--- src/rtl/lzss_pkg.sv ---
`timescale 1ns / 1ps
package lzss_pkg;

   localparam int RING_SIZE  = 4096;
   localparam int MAX_MATCH  = 18;
   localparam int MATCH_BIAS = 3;
   localparam int RING_AW    = $clog2(RING_SIZE);
   localparam int START_POS  = RING_SIZE - MAX_MATCH;
   localparam int FILL_W     = RING_AW + 1;
   localparam int COUNT_W    = $clog2(MAX_MATCH + 1);
   localparam int CMD_DEPTH  = 4;
   localparam int CMD_AW     = $clog2(CMD_DEPTH);

   localparam logic [7:0] SPACE_BYTE = 8'h20;
   localparam logic [7:0] ZERO_BYTE  = 8'h00;
   localparam logic [7:0] FLAG_FILL  = 8'hff;

   typedef enum logic [1:0] {
      PH_FLAG,
      PH_LIT,
      PH_PAIR_LO,
      PH_PAIR_HI
   } phase_type;

   typedef enum logic [1:0] {
      CMD_LIT,
      CMD_COPY,
      CMD_END
   } cmd_kind_type;

   typedef enum logic [1:0] {
      BK_IDLE,
      BK_READ,
      BK_EMIT
   } back_state_type;

   typedef struct packed {
      cmd_kind_type         kind;
      logic [7:0]           data;
      logic [RING_AW-1:0]   offset;
      logic [COUNT_W-1:0]   count;
      logic                 last;
   } cmd_type;

endpackage

--- src/rtl/lzss_cmd_fifo.sv ---
`timescale 1ns / 1ps
module lzss_cmd_fifo (
   input  logic              clock,
   input  logic              reset,
   input  logic              push,
   input  lzss_pkg::cmd_type push_cmd,
   output logic              full,
   input  logic              pop,
   output logic              head_valid,
   output lzss_pkg::cmd_type head_cmd
);
   import lzss_pkg::*;

   cmd_type           slot_ff [CMD_DEPTH];
   logic [CMD_AW-1:0] wr_ptr_ff, wr_ptr_in;
   logic [CMD_AW-1:0] rd_ptr_ff, rd_ptr_in;
   logic [CMD_AW:0]   count_ff, count_in;
   logic              do_push, do_pop;

   assign full       = (count_ff == (CMD_AW + 1)'(CMD_DEPTH));
   assign head_valid = (count_ff != '0);
   assign head_cmd   = slot_ff[rd_ptr_ff];
   assign do_push    = push && !full;
   assign do_pop     = pop && head_valid;

   always_comb begin
      wr_ptr_in = do_push ? wr_ptr_ff + 1'b1 : wr_ptr_ff;
      rd_ptr_in = do_pop ? rd_ptr_ff + 1'b1 : rd_ptr_ff;
      count_in  = count_ff;
      if (do_push && !do_pop) begin
         count_in = count_ff + 1'b1;
      end else if (do_pop && !do_push) begin
         count_in = count_ff - 1'b1;
      end
   end

   always_ff @(posedge clock) begin
      if (reset) begin
         wr_ptr_ff <= '0;
         rd_ptr_ff <= '0;
         count_ff  <= '0;
      end else begin
         wr_ptr_ff <= wr_ptr_in;
         rd_ptr_ff <= rd_ptr_in;
         count_ff  <= count_in;
      end
   end

   always_ff @(posedge clock) begin
      if (do_push) begin
         slot_ff[wr_ptr_ff] <= push_cmd;
      end
   end

endmodule

--- config.mk ---
export PLATFORM = sky130hd
export DESIGN_NAME = lzss_cmd_fifo
export DESIGN_NICKNAME = d
export VERILOG_FILES = /design/src/rtl/lzss_pkg.sv /design/src/rtl/lzss_cmd_fifo.sv
export SDC_FILE = /design/constraint.sdc
export NUM_CORES = 1
export LEC_CHECK = 0
export BUFFER_PORTS_ARGS = -buffer_cell sky130_fd_sc_hd__buf_2
export CAP_MARGIN = 40
export CORE_UTILIZATION = 35
export CTS_BUF_LIST = sky130_fd_sc_hd__clkbuf_2 sky130_fd_sc_hd__clkbuf_4 sky130_fd_sc_hd__clkbuf_8
export DETAILED_ROUTE_END_ITERATION = 10
export SYNTH_ARGS = -nofsm -noshare
export SYNTH_HDL_FRONTEND = slang
export SYNTH_SLANG_ARGS = --single-unit
--- constraint.sdc ---
create_clock -name clock -period 2.7 [get_ports clock]
set_input_delay 0.54 -clock clock [delete_from_list [all_inputs] [get_ports clock]]
set_output_delay 0.54 -clock clock [all_outputs]
set_load 0.03 [all_outputs]
# Word-level counts from Yosys, hierarchy flattened
# Memory sizes are Yosys's and may differ from the RTL's. A register that Yosys moved wholly into a read port is not among the register bits.
# Index checks and enable logic that the tools add are counted.
# op_classes
add_sub_neg	4
eq_ne	1
mux	6
n_reduce_logical	9
# ops
operator	n
$mux 3	2
$add 2x1->2 const B	2
$logic_and 1x1->1	4
$mux 2	2
$add 3x1->3 const B	1
$eq 3x3->1 const B	1
$logic_not 1->1	3
$reduce_bool 3->1	1
$sub 3x1->3 const B	1
$mux 1	2
$reduce_bool 2->1	1
# totals
regBits	7
ramBits	112
word_cells	24
mem_count	1
# mem_list
name	depth	width	rd	rd_ports_with_merged_regs	write_ports	line	rtl
slot_ff	4	28	1	1	1	lzss_cmd_fifo.sv:14	cmd_type slot_ff [CMD_DEPTH];

# Depth between registers and ports, before layout
# logic_depth
depth_word	7
mapped_depth	8
mapped_depth_nobuf	8

# Least setup slack after synthesis
# No wires, ideal clock.
# synth_timing
path_kind	reg-to-reg
from	reg count_ff[2]
to	reg count_ff[2]
setup_time_ns	0.070
t_arrival_ns	2.055
required_ns	2.630
slack_ns	0.575
path_stages_with_launch	9
cell_sequence	dfxtp_1 -> nor3b_2 -> nor2_1 -> ha_1 -> inv_1 -> fa_1 -> xor2_1 -> or3_1 -> a21oi_1
# synth_between
elab_chain_len	6
word_cells_on_any_way	14
# synth_rtl
item	line	rtl
start, declared	lzss_cmd_fifo.sv:17	logic [CMD_AW:0] count_ff, count_in;
start signal, assigned	lzss_cmd_fifo.sv:45	count_ff <= count_in;
$eq 3x3->1 (*)	lzss_cmd_fifo.sv:20	assign full = (count_ff == (CMD_AW + 1)'(CMD_DEPTH));
net full	lzss_cmd_fifo.sv:7	output logic full,
$logic_not 1->1 (*)	lzss_cmd_fifo.sv:23	assign do_push = push && !full;
$logic_and 1x1->1 (*)	lzss_cmd_fifo.sv:23	
net do_push	lzss_cmd_fifo.sv:18	logic do_push, do_pop;
$logic_not 1->1	lzss_cmd_fifo.sv:32	end else if (do_pop && !do_push) begin
$logic_and 1x1->1	lzss_cmd_fifo.sv:32	
$reduce_bool 2->1 (no line)	n/a	
# The timed path passes the listed nets; every way through them passes the cells marked *. The select of a mux whose other input is x is not followed.
# A chain may end at the register's enable or synchronous reset.

==> impl_results.md <==
- Slew at the pin with the worst max-slew slack: 487 ps
- Ratio of total power to cell area: 965 mW/mm^2
- Met3 usage: 0.0560
- Worst hold-check path type: input pin to register
- Area overhead of the layout relative to synthesis: 20.3%
- Die span in y: 116 microns
- Layout Utilization: 0.433
- Max Clock Freq: 0.406 GHz
- Final std cell area, no fill: 0.00548 sq mm
- Number of nets in the finished design: 316
- Yosys warning total: 0
- Static power due to leakage: 1.90 nW
- Launch instance of the worst register-to-register path: count_ff[0]$_SDFFE_PP0P_
- Most used routing layer in global routing: met2
- Wire length of the first global-routing pass: 12.3 mm
- Highest-count cells in the layout ignoring fill and taps: sky130_fd_sc_hd__edfxtp_1 (112), sky130_fd_sc_hd__buf_2 (61), sky130_fd_sc_hd__mux4_2 (20)
- Crit start category: register
- Reported max-cap violation count: 0
- Clock sink total: 121
- Number of H-tree branching levels: 4
- Cell count after synthesis: 194
- Setup CP Type: register to output port
- TritonCTS Buffers: 17
- Pin count of the biggest net entering global routing: 29
- Final Hold Vio Count: 0
- Vias in the first global route: 2290
- Min setup slack post-route: 235 ps
- Drt total wl: 7.96 mm
- R2R depth: 8
- Starting utilization of the core area: 0.360
- Dominant cells by area after synthesis: sky130_fd_sc_hd__edfxtp_1 (74%), sky130_fd_sc_hd__mux4_2 (9.9%), sky130_fd_sc_hd__mux4_1 (4.6%), sky130_fd_sc_hd__dfxtp_1 (4.0%), sky130_fd_sc_hd__ha_1 (1.4%)
- Longest Clk Path Bufs: 2
- Relative slew margins: 0.675
- Share of cells above drive strength 1: 0.450
- Cell Rows: 41
- Port-buffer cells: 61
- Detailed-placement wirelength estimate: 5.06 mm
- Violation count after the first detailed-route iteration: 112
- Status: finished, final reports clean
- Vias per cell: 4.63
- DR DRC count: 0
- Number of enable-type register cells in the synthesized netlist: 112
- Unique masters post-synth: 22
- Number of top-level pins: 62
- Maximum fanout along the worst path: 13
- Cell area after technology mapping: 0.00456 sq mm
- Most area-hungry cell type in the Yosys netlist: sky130_fd_sc_hd__edfxtp_1
- Placed standard-cell area: 0.00511 sq mm
- Worst-case register-to-register setup slack: 450 ps
- Most frequent standard cell in the layout excluding fill and tap cells: sky130_fd_sc_hd__edfxtp_1
- Met1 usage in global routing: 0.166
- Syn_nets: 232
- End of the worst register-to-register path: count_ff[2]$_SDFFE_PP0P_
- Post-placement setup slack: 376 ps
- Die area: 0.0135 sq mm
- Final setup violation count: 0
- Most used flip-flop cell after synthesis: sky130_fd_sc_hd__edfxtp_1
- Min cycle time layout: 2460 ps
- RSZ-0062 raised after global routing: false
- Data required time at the worst endpoint: 2160 ps
- Worst hold start: push_cmd[27]
- Post-cts hold buffer count: 0
- Tot GR Track Use: 0.131
- Total iterations of the first detailed-routing run: 4
- Remaining antenna violation count after routing: 0
- Tightest hold margin: 331 ps
- Wire per inst: 17.1 microns
- Clock tree from TritonCTS: done
- Kind of end point of the critical path: output port
- Final total negative setup slack: 0 ps
- Routed via count: 2146
- Buffer cell driving the clock tree root: sky130_fd_sc_hd__clkbuf_8
- Antenna violations before repair: 0
- Width of the die: 116 microns
- Clock latency on the worst-skew pair: 420 ps
- Clock transition at the registers of the reported paths: 70 ps
- Hold Path Cell Cnt: 1
- Max IR drop VDD: 0.398 mV
- Register bit total from synthesis: 121
- Core Box Area: 0.0127 sq mm
- Sequential-to-total area share from yosys stat: 0.777
- Post-synthesis async set-or-reset flop share: 0
- Routability congestion estimate from global placement: 0.653
- Critical path arrival: 1920 ps
- Share of the synthesized area in the top cell type: 0.738
- Clock Skew: 9.10 ps
- Max Slew Vio Count: 0
- Met2 layer usage reported by global route: 0.200
- Global-route congestion overflow total: 0
- End of the worst hold path: slot_ff[0][27]$_DFFE_PP_
- Mean post-synth cell area: 23.5 sq um
- Final critical-path share of the clock period: 0.913
## cell families after synthesis
| logic type | after synthesis | synth area share |
|---|---|---|
| fa+ha+maj | 6 | 0.0181 |
| flops | 121 | 0.777 |
| buf+inv | 11 | 0.0187 |
| mux | 30 | 0.149 |
| compound gates | 6 | 0.00906 |
| xor+xnor | 4 | 0.00768 |
| simple gates | 16 | 0.0200 |
## cells in the mapped netlist, drive strengths merged, types with 2 or more instances
cell / instances
a21oi: 2
and2: 4
buf: 6
dfxtp: 9
edfxtp: 112
ha: 5
inv: 4
mux2i: 2
mux4: 28
nand2b: 2
nor2: 6
o21ai: 2
or3: 3
xor2: 4
## stage by stage
stage | power [mW] | instances
6_report | 5.29 | 464
5_1_grt | 5.54 | 463
4_1_cts | 5.37 | 463
3_5_place_dp | 3.89 | 431
3_3_place_gp | 3.87 | 431
2_1_floorplan | 3.51 | 194
## report_power, final
part | internal, mW | switching (mW) | leakage, nW | total [mW]
Clock | 0.741 | 0.735 | 0.183 | 1.48
Sequential | 2.26 | 0.110 | 1.10 | 2.37
Combinational | 0.579 | 0.866 | 0.615 | 1.44
## worst max-delay path by stage
stage,start,to,depth (start not counted)
2_1_floorplan,count_ff[2]$_SDFFE_PP0P_,count_ff[2]$_SDFFE_PP0P_,8
3_3_place_gp,push,count_ff[2]$_SDFFE_PP0P_,9
3_5_place_dp,push,count_ff[2]$_SDFFE_PP0P_,9
4_1_cts,register,head_cmd[6],3
5_1_grt,register,head_cmd[6],3
6_report,register,head_cmd[0],3
## area by class of cell
class	count	area (sq um)
antenna	1	2.50
clock buffer	18	241
clock inverter	14	125
fill	1133	7190
inverter	4	15.0
multi-input combinational	62	936
sequential	121	3550
tap	172	215
timing repair buffer	72	400
## worst max-delay path: stages, from the launching register on
cell	delay [ps]
sky130_fd_sc_hd__dfxtp_4	490
sky130_fd_sc_hd__buf_4	290
sky130_fd_sc_hd__mux4_2	530
sky130_fd_sc_hd__buf_2	190
## flip-flops by register name, summed over array words and instances (netlist names), named ones only
signal	count
count_ff	3
rd_ptr_ff	2
wr_ptr_ff	2
slot_ff	112
## per-layer routing
| metal | vias to the layer above | wire [microns] |
|---|---|---|
| met1 | 1090 | 3550 |
| met5 | - | 0 |
| li1 | 981 | - |
| met3 | 11 | 538 |
| met4 | 0 | 103 |
| met2 | 64 | 3770 |
## what timing repair did
item                                    4_1_cts  5_1_grt
gates resized for setup                       0        1
endpoints found under the setup margin        0       10
buffers inserted                              0        0
Power figures use the tool's default switching activity.
