## src/rtl/lzss_pkg.sv

```systemverilog
`timescale 1ns / 1ps
package lzss_pkg;

   localparam int RING_SIZE  = 4096;
   localparam int MAX_MATCH  = 18;
   localparam int MATCH_BIAS = 3;
   localparam int RING_AW    = $clog2(RING_SIZE);
   localparam int START_POS  = RING_SIZE - MAX_MATCH;
   localparam int FILL_W     = RING_AW + 1;
   localparam int COUNT_W    = $clog2(MAX_MATCH + 1);
   localparam int CMD_DEPTH  = 4;
   localparam int CMD_AW     = $clog2(CMD_DEPTH);

   localparam logic [7:0] SPACE_BYTE = 8'h20;
   localparam logic [7:0] ZERO_BYTE  = 8'h00;
   localparam logic [7:0] FLAG_FILL  = 8'hff;

   typedef enum logic [1:0] {
      PH_FLAG,
      PH_LIT,
      PH_PAIR_LO,
      PH_PAIR_HI
   } phase_type;

   typedef enum logic [1:0] {
      CMD_LIT,
      CMD_COPY,
      CMD_END
   } cmd_kind_type;

   typedef enum logic [1:0] {
      BK_IDLE,
      BK_READ,
      BK_EMIT
   } back_state_type;

   typedef struct packed {
      cmd_kind_type         kind;
      logic [7:0]           data;
      logic [RING_AW-1:0]   offset;
      logic [COUNT_W-1:0]   count;
      logic                 last;
   } cmd_type;

endpackage

```

## src/rtl/lzss_front.sv

```systemverilog
`timescale 1ns / 1ps
module lzss_front (
   input  logic              clock,
   input  logic              reset,
   input  logic              req_valid,
   output logic              req_stall,
   input  logic [7:0]        req_in_byte,
   input  logic              req_last_in,
   input  logic              cmd_full,
   output logic              cmd_push,
   output lzss_pkg::cmd_type cmd
);
   import lzss_pkg::*;

   phase_type   phase_ff, phase_in;
   logic [15:0] flag_ff, flag_in;
   logic [7:0]  lo_ff, lo_in;
   logic [15:0] flag_shifted;
   logic        accept;

   assign req_stall    = cmd_full;
   assign accept       = req_valid && !cmd_full;
   assign flag_shifted = {1'b0, flag_ff[15:1]};

   always_comb begin
      phase_in = phase_ff;
      flag_in  = flag_ff;
      lo_in    = lo_ff;
      if (accept) begin
         case (phase_ff)
            PH_FLAG: begin
               flag_in  = {FLAG_FILL, req_in_byte};
               phase_in = req_in_byte[0] ? PH_LIT : PH_PAIR_LO;
            end
            PH_LIT, PH_PAIR_HI: begin
               // bit 8 drops out once all eight control bits are used
               flag_in = flag_shifted;
               if (!flag_shifted[8]) begin
                  phase_in = PH_FLAG;
               end else begin
                  phase_in = flag_shifted[0] ? PH_LIT : PH_PAIR_LO;
               end
            end
            PH_PAIR_LO: begin
               lo_in    = req_in_byte;
               phase_in = PH_PAIR_HI;
            end
            default: begin
               phase_in = PH_FLAG;
            end
         endcase
         if (req_last_in) begin
            phase_in = PH_FLAG;
            flag_in  = '0;
            lo_in    = '0;
         end
      end
   end

   always_comb begin
      cmd_push   = 1'b0;
      cmd.kind   = CMD_END;
      cmd.data   = req_in_byte;
      cmd.offset = {req_in_byte[7:4], lo_ff};
      cmd.count  = {1'b0, req_in_byte[3:0]} + COUNT_W'(MATCH_BIAS);
      cmd.last   = req_last_in;
      if (accept) begin
         case (phase_ff)
            PH_LIT: begin
               cmd_push = 1'b1;
               cmd.kind = CMD_LIT;
            end
            PH_PAIR_HI: begin
               cmd_push = 1'b1;
               cmd.kind = CMD_COPY;
            end
            PH_FLAG, PH_PAIR_LO: begin
               // nothing to emit, but the back end still has to restart
               cmd_push = req_last_in;
               cmd.kind = CMD_END;
            end
            default: begin
               cmd_push = 1'b0;
            end
         endcase
      end
   end

   always_ff @(posedge clock) begin
      if (reset) begin
         phase_ff <= PH_FLAG;
         flag_ff  <= '0;
         lo_ff    <= '0;
      end else begin
         phase_ff <= phase_in;
         flag_ff  <= flag_in;
         lo_ff    <= lo_in;
      end
   end

endmodule

```

## config.mk

```make
export PLATFORM = sky130hd
export DESIGN_NAME = lzss_front
export DESIGN_NICKNAME = d
export VERILOG_FILES = /design/src/rtl/lzss_pkg.sv /design/src/rtl/lzss_front.sv
export SDC_FILE = /design/constraint.sdc
export NUM_CORES = 1
export LEC_CHECK = 0
export ABC_AREA = 1
export BUFFER_PORTS_ARGS = -buffer_cell sky130_fd_sc_hd__buf_4
export CAP_MARGIN = 20
export CORE_MARGIN = 2
export CORE_UTILIZATION = 23
export CTS_BUF_LIST = sky130_fd_sc_hd__clkbuf_2 sky130_fd_sc_hd__clkbuf_4 sky130_fd_sc_hd__clkbuf_8
export CTS_CLUSTER_SIZE = 30
export DETAILED_ROUTE_END_ITERATION = 8
export PLACE_DENSITY_LB_ADDON = 0.15
export SYNTH_ARGS = -nofsm -noshare
export SYNTH_HDL_FRONTEND = slang
export SYNTH_SLANG_ARGS = --single-unit
export TNS_END_PERCENT = 5
```

## constraint.sdc

```tcl
create_clock -name clock -period 2.15 [get_ports clock]
set_input_delay 0.43 -clock clock [delete_from_list [all_inputs] [get_ports clock]]
set_output_delay 0.43 -clock clock [all_outputs]
set_load 0.02 [all_outputs]
```

# Word-level counts from Yosys, hierarchy flattened
# Index checks and enable logic that the tools add are counted.
dict set report totals {
  reg_bits 26
  input_bits 13
  output_inout_bits 30
  wordCells 29
}
dict set report classes {
  n_addsub 1
  n_eq_ne 3
  n_mux 13
  n_reduce_logical 9
}
# op count
set op_table {}
lappend op_table {{case mux 16 bit (2 select lines)} 1}
lappend op_table {{2-to-1 mux 16 bit} 1}
lappend op_table {{2-to-1 mux 8 bit} 2}
lappend op_table {{case mux 2 bit (3 select lines)} 2}
lappend op_table {{2-to-1 mux 2 bit} 5}
lappend op_table {{adder 4 x 2 -> 5 bit, second input constant} 1}
lappend op_table {{equality test 2 bit, second input constant} 2}
lappend op_table {{AND reduction 2 bit} 2}
lappend op_table {{OR reduction 2 bit} 2}
lappend op_table {{nonzero test 3 bit} 1}
lappend op_table {{equality test 2 x 1 -> 1 bit, second input constant} 1}
lappend op_table {{zero test 2 bit} 1}
lappend op_table {{case mux 1 bit (2 select lines)} 1}
lappend op_table {{nonzero test 2 bit} 1}
lappend op_table {{logical AND 1 bit} 1}
lappend op_table {{zero test 1 bit} 1}
lappend op_table {{2-to-1 mux 1 bit} 1}

# Longest topological paths before layout
# Gate-level depths: netlist (run 1).
dict set report logic_depth {
  word_depth 4
  ltp_mapped 8
  mapped_depth_nobuf 7
}

# Worst setup path before layout (run 1)
# No wires, ideal clock.
dict set report synth_path {
  path_type {input port to output port}
  startpoint {input port req_in_byte[0]}
  endpoint {output port cmd[5] (netlist name)}
  arrival_ns 1.303
  slack_ns 0.417
  stages 3
  path_cell_list {inv_1 ha_1 nor3_1}
}
# item line
set synth_lines {}
lappend synth_lines {{start: declaration} lzss_front.sv:7} ;# input logic [7:0] req_in_byte,
lappend synth_lines {{end: declaration} lzss_front.sv:11} ;# output lzss_pkg::cmd_type cmd

==> results of run 1 <==
[how the worst min path moves through the flow]
stage,end,slack (ns),cells after the start
3_3_place_gp,lo_ff[4],0.45,2
3_5_place_dp,lo_ff[4],0.46,2
4_1_cts,lo_ff[1],0.43,2
2_1_floorplan,flag_ff[15],0.44,2
5_1_grt,lo_ff[6],0.43,2
6_report,lo_ff[1],0.43,2
[cells by family (layout without fill, tap and decap cells)]
| kind of cell | count (synthesis) | after routing | share of synthesized area |
|---|---|---|---|
| AOI/OAI and AO/OA | 24 | 24 | 0.0853 |
| xor gates and xnor gates | 2 | 2 | 0.0124 |
| adders and majority gates | 1 | 1 | 0.00889 |
| buffers and inverters | 47 | 74 | 0.179 |
| DFF | 25 | 25 | 0.356 |
| and+or+nand+nor | 124 | 124 | 0.359 |
[cell usage in the layout (no fill, tap or decap), types with 2 or more instances in the layout]
master	Yosys	final
clkbuf_8	0	3
nand2_2	4	4
a21oi_1	11	11
dfxtp_1	25	25
nand2_1	44	44
inv_2	2	2
nand3_1	15	15
inv_1	21	21
nor2_1	58	58
o21ai_0	13	13
buf_4	14	46
[layer usage]
layer | track usage | share of wire | vias to the layer above
li1 | - | - | 721
met4 | 0.0350 | 0.014 | 0
met5 | 0 | 0 | -
met3 | 0.0261 | 0.043 | 2
met1 | 0.161 | 0.52 | 603
met2 | 0.171 | 0.42 | 27
[registers in the layout, summed over array words and instances (netlist names)]
register	cells
lo_ff	8
flag_ff	15
phase_ff	2
[area by class of cell]
type	instances	area (sq um)	area share
Multi-Input combinational cell	151	656	0.378
Sequential cell	25	500	0.288
Timing Repair Buffer	46	345	0.199
Tap cell	75	93.8	0.0540
Inverter	24	92.6	0.0533
Clock buffer	4	48.8	0.0281
[power breakdown]
group	internal [mW]	total (mW)	switching, mW	leakage, nW
combinational	0.0881	0.226	0.138	0.634
clock	0.145	0.301	0.156	0.0262
sequential	0.486	0.499	0.0135	0.205
total	0.719	1.03	0.307	0.864
[worst max-delay path, cell delays in order]
cell	delay (ns)
buf_4	0.10
inv_1	0.09
ha_1	0.23
nor3_1	0.19
buf_4	0.17
[synthesized netlist by cell type (2+ instances only)]
cell,count,area [sq um]
a21oi_1,11,55.1
buf_2,4,20.0
buf_4,14,105
buf_6,2,22.5
clkbuf_1,2,7.51
dfxtp_1,25,500
inv_1,21,78.8
inv_2,2,7.51
nand2_1,44,165
nand2_2,4,25.0
nand3_1,15,75.1
nor2_1,58,218
o21ai_0,13,65.1
[stage by stage]
| stage | std cells | hold slack (ns) | utilization |
|---|---|---|---|
| after global routing | 325 | 0.428 | 0.293 |
| after CTS | 325 | 0.428 | 0.293 |
| after floorplan | 223 | 0.439 | - |
| final | 325 | 0.433 | 0.293 |
| after global placement | 321 | 0.453 | 0.285 |
| after detailed placement | 321 | 0.457 | 0.285 |
==> summary.md, run 1 <==
| Metric | Value |
|---|---|
| Bufs on Longest Clock Path | 2 |
| DR pass1 iterations | 4 |
| Final-report max-slew violation count | 0 |
| VDD IR-drop max | 0.342 mV |
| Post-CTS setup buffer count | 0 |
| Gates resized, CTS repair | 0 |
| Final nets | 265 |
| Remaining DRCs | 0 |
| Share of cells above drive strength 1 | 0.236 |
| Crit path capture type | output port |
| Relative slew slack | 0.694 |
| Core Region | 5920 sq um |
| CTS tree | built |
| Final hold vios | 0 |
| Via count | 1353 |
| DR iter-0 viols | 57 |
| Avg Cell Area, Syn | 6.31 sq um |
| Vias per std cell | 4.16 |
| Register area share after synthesis | 0.356 |
| Setup TNS | 0 ns |
| CTS sink cnt | 25 |
| Wirelength per Cell | 11.2 um |
| Post-synth ARST share | 0 |
| Setup Viol. Count Final | 0 |
| Area delta synth->final | 23.4% |
| Grt ovf | 0 |
| Max_cap viols | 0 |
| Post-placement setup slack | 0.512 ns |
| R2R Setup Slk | 0.83 ns |
| WP data required | 1.72 ns |
| Initial core utilization | 0.238 |
| Critical path peak fanout | 4 |
| Syn Nets | 237 |
| # fillers | 676 |
| Die H | 82.2 um |
| RSZ-0062 raised after global routing | no |
| Min Tclk post-route | 1.64 ns |
| Gp weighted congestion | 0.739 |
| Die X | 82.2 um |
| CTS root buffer | clkbuf_8 |
| DP HPWL | 2.70 mm |
| Site Rows | 28 |
| Io pins | 43 |
| DRT antenna net count | 0 |
| Post-synth EDFFs | 0 |
| H-tree level count | 1 |
| Diode count | 0 |
| Reg-to-Reg Start | phase_ff[0] |
| Outcome | finished, final reports clean |
| Worst Hold Class | in2reg |
| WL final | 3.65 mm |
| Setup Skew | 0.00498 ns |
| Gr usage total | 0.114 |
| Cell area after layout | 1740 sq um |
| Cells after synthesis | 223 |
| Worst skew pair latency | 0.27 ns |
| Main synth FF type | dfxtp_1 |
| Worst-Margin Slew | 0.459 ns |
| PD cells | 591 nW/um^2 |
| Die Area | 6760 sq um |
| CTS clock-pin slew for the worst setup and hold paths | 0.09 ns |
| Flip-flop and latch count after synthesis | 25 |
| Fmax | 0.612 GHz |
| Synth warnings | 0 |
| Worst Path Arrival | 1.21 ns |
| Worst setup path start | req_in_byte[0] |
| Largest net degree at the start of global routing | 21 |
| Placed cell area | 1690 sq um |
| First-pass GRT wire length | 5.84 mm |
| R2r endpoint | flag_ff[9] |
| Static Leak | 0.864 nW |
| Cts bufs inserted | 3 |
| Critical path capture point | cmd[5] |
| Total Power | 1.03 mW |
| Min setup slack post-route | 0.515 ns |
| Hold_sp | reset |
| Vias in the first global route | 1179 |
| Mapped cell area | 1410 sq um |
| Initial antenna violation count | 0 |
| Synth unique cells | 21 |
| Tcrit/Tclk final | 0.761 |
| CP Class | in2out |
| Hold buffers post-CTS | 0 |
| Startpoint types | input port |
| FF-to-FF path depth | 6 |
| IO Port Bufs | 42 |
(Power assumes the default switching activity.)
==> run 2, diff against run 1 <==
==> constraint.sdc (replaced) <==
create_clock -name clock -period 1.5 [get_ports clock]
set_input_delay 0.3 -clock clock [delete_from_list [all_inputs] [get_ports clock]]
set_output_delay 0.3 -clock clock [all_outputs]
set_load 0.02 [all_outputs]
==> run 2 against run 1 <==
  * Clock-buffer cell count fell by 1
  * Sequential cell count unchanged
  * Core utilization up 0.87 points
  * First-iteration DRC count shrank 33%
  * Register-to-register slack worse by 0.49 ns
  * Power increased by 44%
  * Critical path depth unchanged
  * Final cell count is 2.2% higher
  * Clock power is 41% higher
  * Global-route usage decreased by 0.45 points
  * Via count down 0.22%
  * Sequential power up 43%
  * Critical path type unchanged
  * Largest cell class unchanged
  * Highest routed layer unchanged
==> summary.md, run 2 (synthesis gave the netlist of run 1 again) <==
| Metric | Value |
|---|---|
| DP HPWL | 2.69 mm |
| Largest regs | flag_ff (15), lo_ff (8), phase_ff (2) |
| Min Tclk post-route | 1.39 ns |
| Hold EP | phase_ff[1] |
| Largest net degree at the start of global routing | 15 |
| Crit path buf inv count | 3 |
| R2R Setup Slk | 0.34 ns |
| Hold_sp | req_in_byte[0] |
| Core Region | 5920 sq um |
| Setup TNS | 0 ns |
| DR iter-0 viols | 38 |
| Die H | 82.2 um |
| Initial core utilization | 0.238 |
| Delay-heaviest family, CP | buffers and inverters |
| Hold buffers post-CTS | 0 |
| Die Area | 6760 sq um |
| Vias in the first global route | 1217 |
| Slowest-stage cell, CP | ha_1 |
| Share of cells above drive strength 1 | 0.261 |
| CP Class | in2out |
| Register Area | 502 sq um |
| Relative slew slack | 0.692 |
| Gp weighted congestion | 0.713 |
| Setup Viol. Count Final | 0 |
| H-tree level count | 1 |
| Via count | 1350 |
| Worst-Margin Slew | 0.461 ns |
| FF-to-FF path depth | 7 |
| Wirelength per Cell | 11.0 um |
| Die X | 82.2 um |
| Outcome | finished, final reports clean |
| Site Rows | 28 |
| CTS root buffer | clkbuf_8 |
| Area delta synth->final | 27.0% |
| Fmax | 0.717 GHz |
| IO Port Bufs | 42 |
| Tcrit/Tclk final | 0.929 |
| WL final | 3.65 mm |
| Setup Skew | 0.00506 ns |
| Gr usage total | 0.109 |
| Static Leak | 0.897 nW |
| WP data required | 1.20 ns |
| Final nets | 272 |
| Remaining DRCs | 0 |
| CTS tree | built |
| Crit path capture type | output port |
| Reg-to-Reg Start | phase_ff[0] |
| Critical path cell sequence | buf_4, inv_1, ha_1, nor3_1, buf_4 |
| DRT antenna net count | 0 |
| RSZ-0062 raised after global routing | no |
| Cts bufs inserted | 3 |
| R2r endpoint | flag_ff[3] |
| Worst Hold Class | in2reg |
| Post-Place Cells | 328 |
| Commonest non-fill, non-tap cells in the layout | 58 x nor2_1, 53 x buf_4, 44 x nand2_1, 24 x dfxtp_1, 21 x inv_1 |
| Max_cap viols | 0 |
| Final-report max-slew violation count | 0 |
| Footprint of the multi-input gates | 656 sq um |
| DR pass1 iterations | 4 |
| Grt ovf | 0 |
| Min setup slack post-route | 0.106 ns |
| Worst setup path start | req_in_byte[0] |
| CTS sink cnt | 25 |
| Critical path peak fanout | 4 |
| Final hold vios | 0 |
| Most common cell on crit path | buf_4 |
| Worst hold path depth | 4 |
| Finished Core Util | 0.302 |
| Startpoint types | input port |
| Diode count | 0 |
| Io pins | 43 |
| Worst Path Arrival | 1.09 ns |
| PD cells | 826 nW/um^2 |
| Initial antenna violation count | 0 |
| VDD IR-drop max | 0.293 mV |
| Commonest non-fill, non-tap cell in the layout | nor2_1 |
| Post-placement setup slack | 0.0972 ns |
| Bufs on Longest Clock Path | 2 |
| CTS clock-pin slew for the worst setup and hold paths | 0.09 ns |
| Fin cells | 332 |
| Worst skew pair latency | 0.27 ns |
| First-pass GRT wire length | 5.65 mm |
| # fillers | 675 |
| Register name with the most flops | flag_ff |
| Largest register FFs | 15 |
| Total Power | 1.48 mW |
| Vias per std cell | 4.07 |
| Worst path max stage delay | 0.24 ns |
[run 2: worst max-delay path by stage]
| stage | to | slack, ns | depth (start not counted) |
|---|---|---|---|
| floorplan | cmd[5] | 0.03 | 3 |
| global placement | cmd[5] | 0.13 | 5 |
| detailed placement | cmd[5] | 0.1 | 5 |
| CTS | cmd[27] | 0.03 | 3 |
| global route | cmd[5] | 0.05 | 5 |
| finish | cmd[5] | 0.11 | 5 |
[run 2: layout make-up]
| class | instances | share of cell area |
|---|---|---|
| Sequential cell | 25 | 0.281 |
| Inverter | 24 | 0.0518 |
| Tap cell | 75 | 0.0525 |
| Multi-Input combinational cell | 151 | 0.367 |
| Timing Repair Buffer | 53 | 0.223 |
| Clock buffer | 3 | 0.0231 |
| Clock inverter | 1 | 0.00280 |
[run 2: where the power goes]
part	switching (mW)	internal, mW	leakage [nW]
logic	0.199	0.139	0.666
registers	0.0188	0.697	0.205
clock network	0.236	0.186	0.0255
total	0.454	1.02	0.897
[run 2: metrics by stage]
step	area (sq um)	hold WS [ns]
after floorplan	1410	0.369
after global placement	1740	0.452
after detailed placement	1740	0.455
after CTS	1790	0.347
after global routing	1790	0.364
final	1790	0.347
[run 2: worst min-delay path, delay by kind of cell]
family,cells,cell delay [ns]
and+or+nand+nor,2,0.12
AOI/OAI and AO/OA,1,0.05
buffers and inverters,1,0.10
[run 2: timing repair]
action                                  CTS  global route
endpoints found under the hold margin     0             0
endpoints found under the setup margin    0             2
buffers inserted                          0             0
resized for setup                         0             1
[run 2: layer usage]
layer	global-route usage	routed length (um)	up-vias
met5	0	0	-
met4	0.0450	42	0
met3	0.0174	142	2
met2	0.174	1630	26
met1	0.147	1830	585
li1	-	-	737
==> run 3, diff against run 2 <==
==> constraint.sdc (replaced) <==
create_clock -name clock -period 1.5 [get_ports clock]
set_input_delay 0.225 -clock clock [delete_from_list [all_inputs] [get_ports clock]]
set_output_delay 0.225 -clock clock [all_outputs]
set_load 0.02 [all_outputs]
==> run 3 against run 2 <==
  * Register-to-register slack worse by 0.16 ns
  * Clock-buffer cell count up 1
  * Power about the same
  * Largest cell class unchanged
  * Largest power group unchanged
==> summary.md, run 3 (synthesis gave the netlist of run 1 again) <==
| Metric | Value |
|---|---|
| Outcome | finished, final reports clean |
| Startpoint types | register |
| DR pass1 iterations | 4 |
| First-pass GRT wire length | 5.84 mm |
| Post-placement setup slack | 0.202 ns |
| Vias per std cell | 4.13 |
| Die Area | 6760 sq um |
| Crit path capture type | output port |
| R2r endpoint | flag_ff[9] |
| Setup Skew | 0.00515 ns |
| Worst hold path depth | 2 |
| CTS root buffer | clkbuf_8 |
| CTS sink cnt | 25 |
| Worst Hold Class | in2reg |
| # fillers | 667 |
| Min Tclk post-route | 1.39 ns |
| Worst-Margin Slew | 0.460 ns |
| Worst path max stage delay | 0.50 ns |
| Vias in the first global route | 1263 |
| DRT antenna net count | 0 |
| Diode count | 0 |
| Most common cell on crit path | buf_4 |
| Share of cells above drive strength 1 | 0.242 |
| Wirelength per Cell | 11.0 um |
| Commonest non-fill, non-tap cells in the layout | 58 x nor2_1, 47 x buf_4, 44 x nand2_1, 25 x dfxtp_1, 21 x inv_1 |
| WP data required | 1.27 ns |
| WL final | 3.59 mm |
| Post-CTS setup buffer count | 0 |
| Worst Path Arrival | 1.17 ns |
| Via count | 1351 |
| Die X | 82.2 um |
| Remaining DRCs | 0 |
| DR iter-0 viols | 61 |
| Hold EP | lo_ff[0] |
| Register name with the most flops | flag_ff |
| FF-to-FF path depth | 6 |
| Slowest-stage cell, CP | dfxtp_1 |
| Gp weighted congestion | 0.776 |
| Io pins | 43 |
| IO Port Bufs | 42 |
| Bufs on Longest Clock Path | 2 |
| Largest regs | flag_ff (15), lo_ff (8), phase_ff (2) |
| DP HPWL | 2.69 mm |
| Initial antenna violation count | 0 |
| R2R Setup Slk | 0.18 ns |
| Fmax | 0.719 GHz |
| Cts bufs inserted | 3 |
| Min setup slack post-route | 0.109 ns |
| Commonest non-fill, non-tap cell in the layout | nor2_1 |
| Area delta synth->final | 25.3% |
| Relative slew slack | 0.693 |
| Tcrit/Tclk final | 0.927 |
| Hold_sp | reset |
| Core Region | 5920 sq um |
| Hold buffers post-CTS | 0 |
| PD cells | 838 nW/um^2 |
| Setup TNS | 0 ns |
| Static Leak | 0.878 nW |
| Initial core utilization | 0.238 |
| Site Rows | 28 |
| Critical path peak fanout | 6 |
| Worst hold slack | 0.224 ns |
| H-tree level count | 1 |
| CTS tree | built |
| Register Area | 500 sq um |
| Worst skew pair latency | 0.27 ns |
| Setup Viol. Count Final | 0 |
| VDD IR-drop max | 0.302 mV |
| Final hold vios | 0 |
| CP Class | reg2out |
| Largest register FFs | 15 |
| Total Power | 1.48 mW |
| RSZ-0062 raised after global routing | no |
| Critical path cell sequence | buf_4, nand2_1, buf_4 |
| Footprint of the multi-input gates | 656 sq um |
| Cell area after layout | 1760 sq um |
| Final-report max-slew violation count | 0 |
| Grt ovf | 0 |
| Max_cap viols | 0 |
| Placed cell area | 1720 sq um |
| Largest net degree at the start of global routing | 21 |
| Final nets | 267 |
| CTS clock-pin slew for the worst setup and hold paths | 0.09 ns |
| Reg-to-Reg Start | phase_ff[0] |
| Gates resized, CTS repair | 0 |
| Gr usage total | 0.113 |
| Die H | 82.2 um |
[run 3: cell types whose count changed in the layout (fill, tap and decap cells not counted), sizes merged]
cell	previous run	this run
buf	53	48
clkbuf	3	4
clkinv	1	0
[run 3: critical path: cells and delay by family (launching register included)]
kind	cells	cell delay, ns
flip-flops	1	0.50
AND/OR/NAND/NOR	1	0.05
buffers and inverters	2	0.35
[run 3: per-layer routing]
| layer | vias up | share of wire | GRT usage |
|---|---|---|---|
| met5 | - | 0 | 0 |
| met4 | 0 | 0.011 | 0.0350 |
| met3 | 2 | 0.045 | 0.0261 |
| met2 | 30 | 0.45 | 0.185 |
| met1 | 592 | 0.49 | 0.148 |
| li1 | 727 | - | - |
[run 3: final cells by class]
type,count,area share
sequential,25,0.284
multi-input combinational,151,0.372
inverter,24,0.0525
tap,75,0.0532
clock buffer,4,0.0277
timing repair buffer,48,0.211
[run 3: power by group]
group	leakage [nW]	switching (mW)	internal [mW]
Sequential	0.205	0.0206	0.697
Clock	0.0262	0.224	0.208
Combinational	0.647	0.196	0.132
[run 3: through the flow]
step	cells	utilization
2_1_floorplan	223	-
3_3_place_gp	323	0.290
3_5_place_dp	323	0.290
4_1_cts	327	0.298
5_1_grt	327	0.298
6_report	327	0.298
[run 3: worst max path at each step]
stage	to	depth (start not counted)	start
global route	flag_ff[3]	6	phase_ff[0]
global placement	flag_ff[12]	6	phase_ff[0]
finish	cmd[27]	3	phase_ff[0]
floorplan	cmd[5]	3	req_in_byte[0]
detailed placement	flag_ff[9]	6	phase_ff[0]
CTS	cmd[27]	3	phase_ff[0]
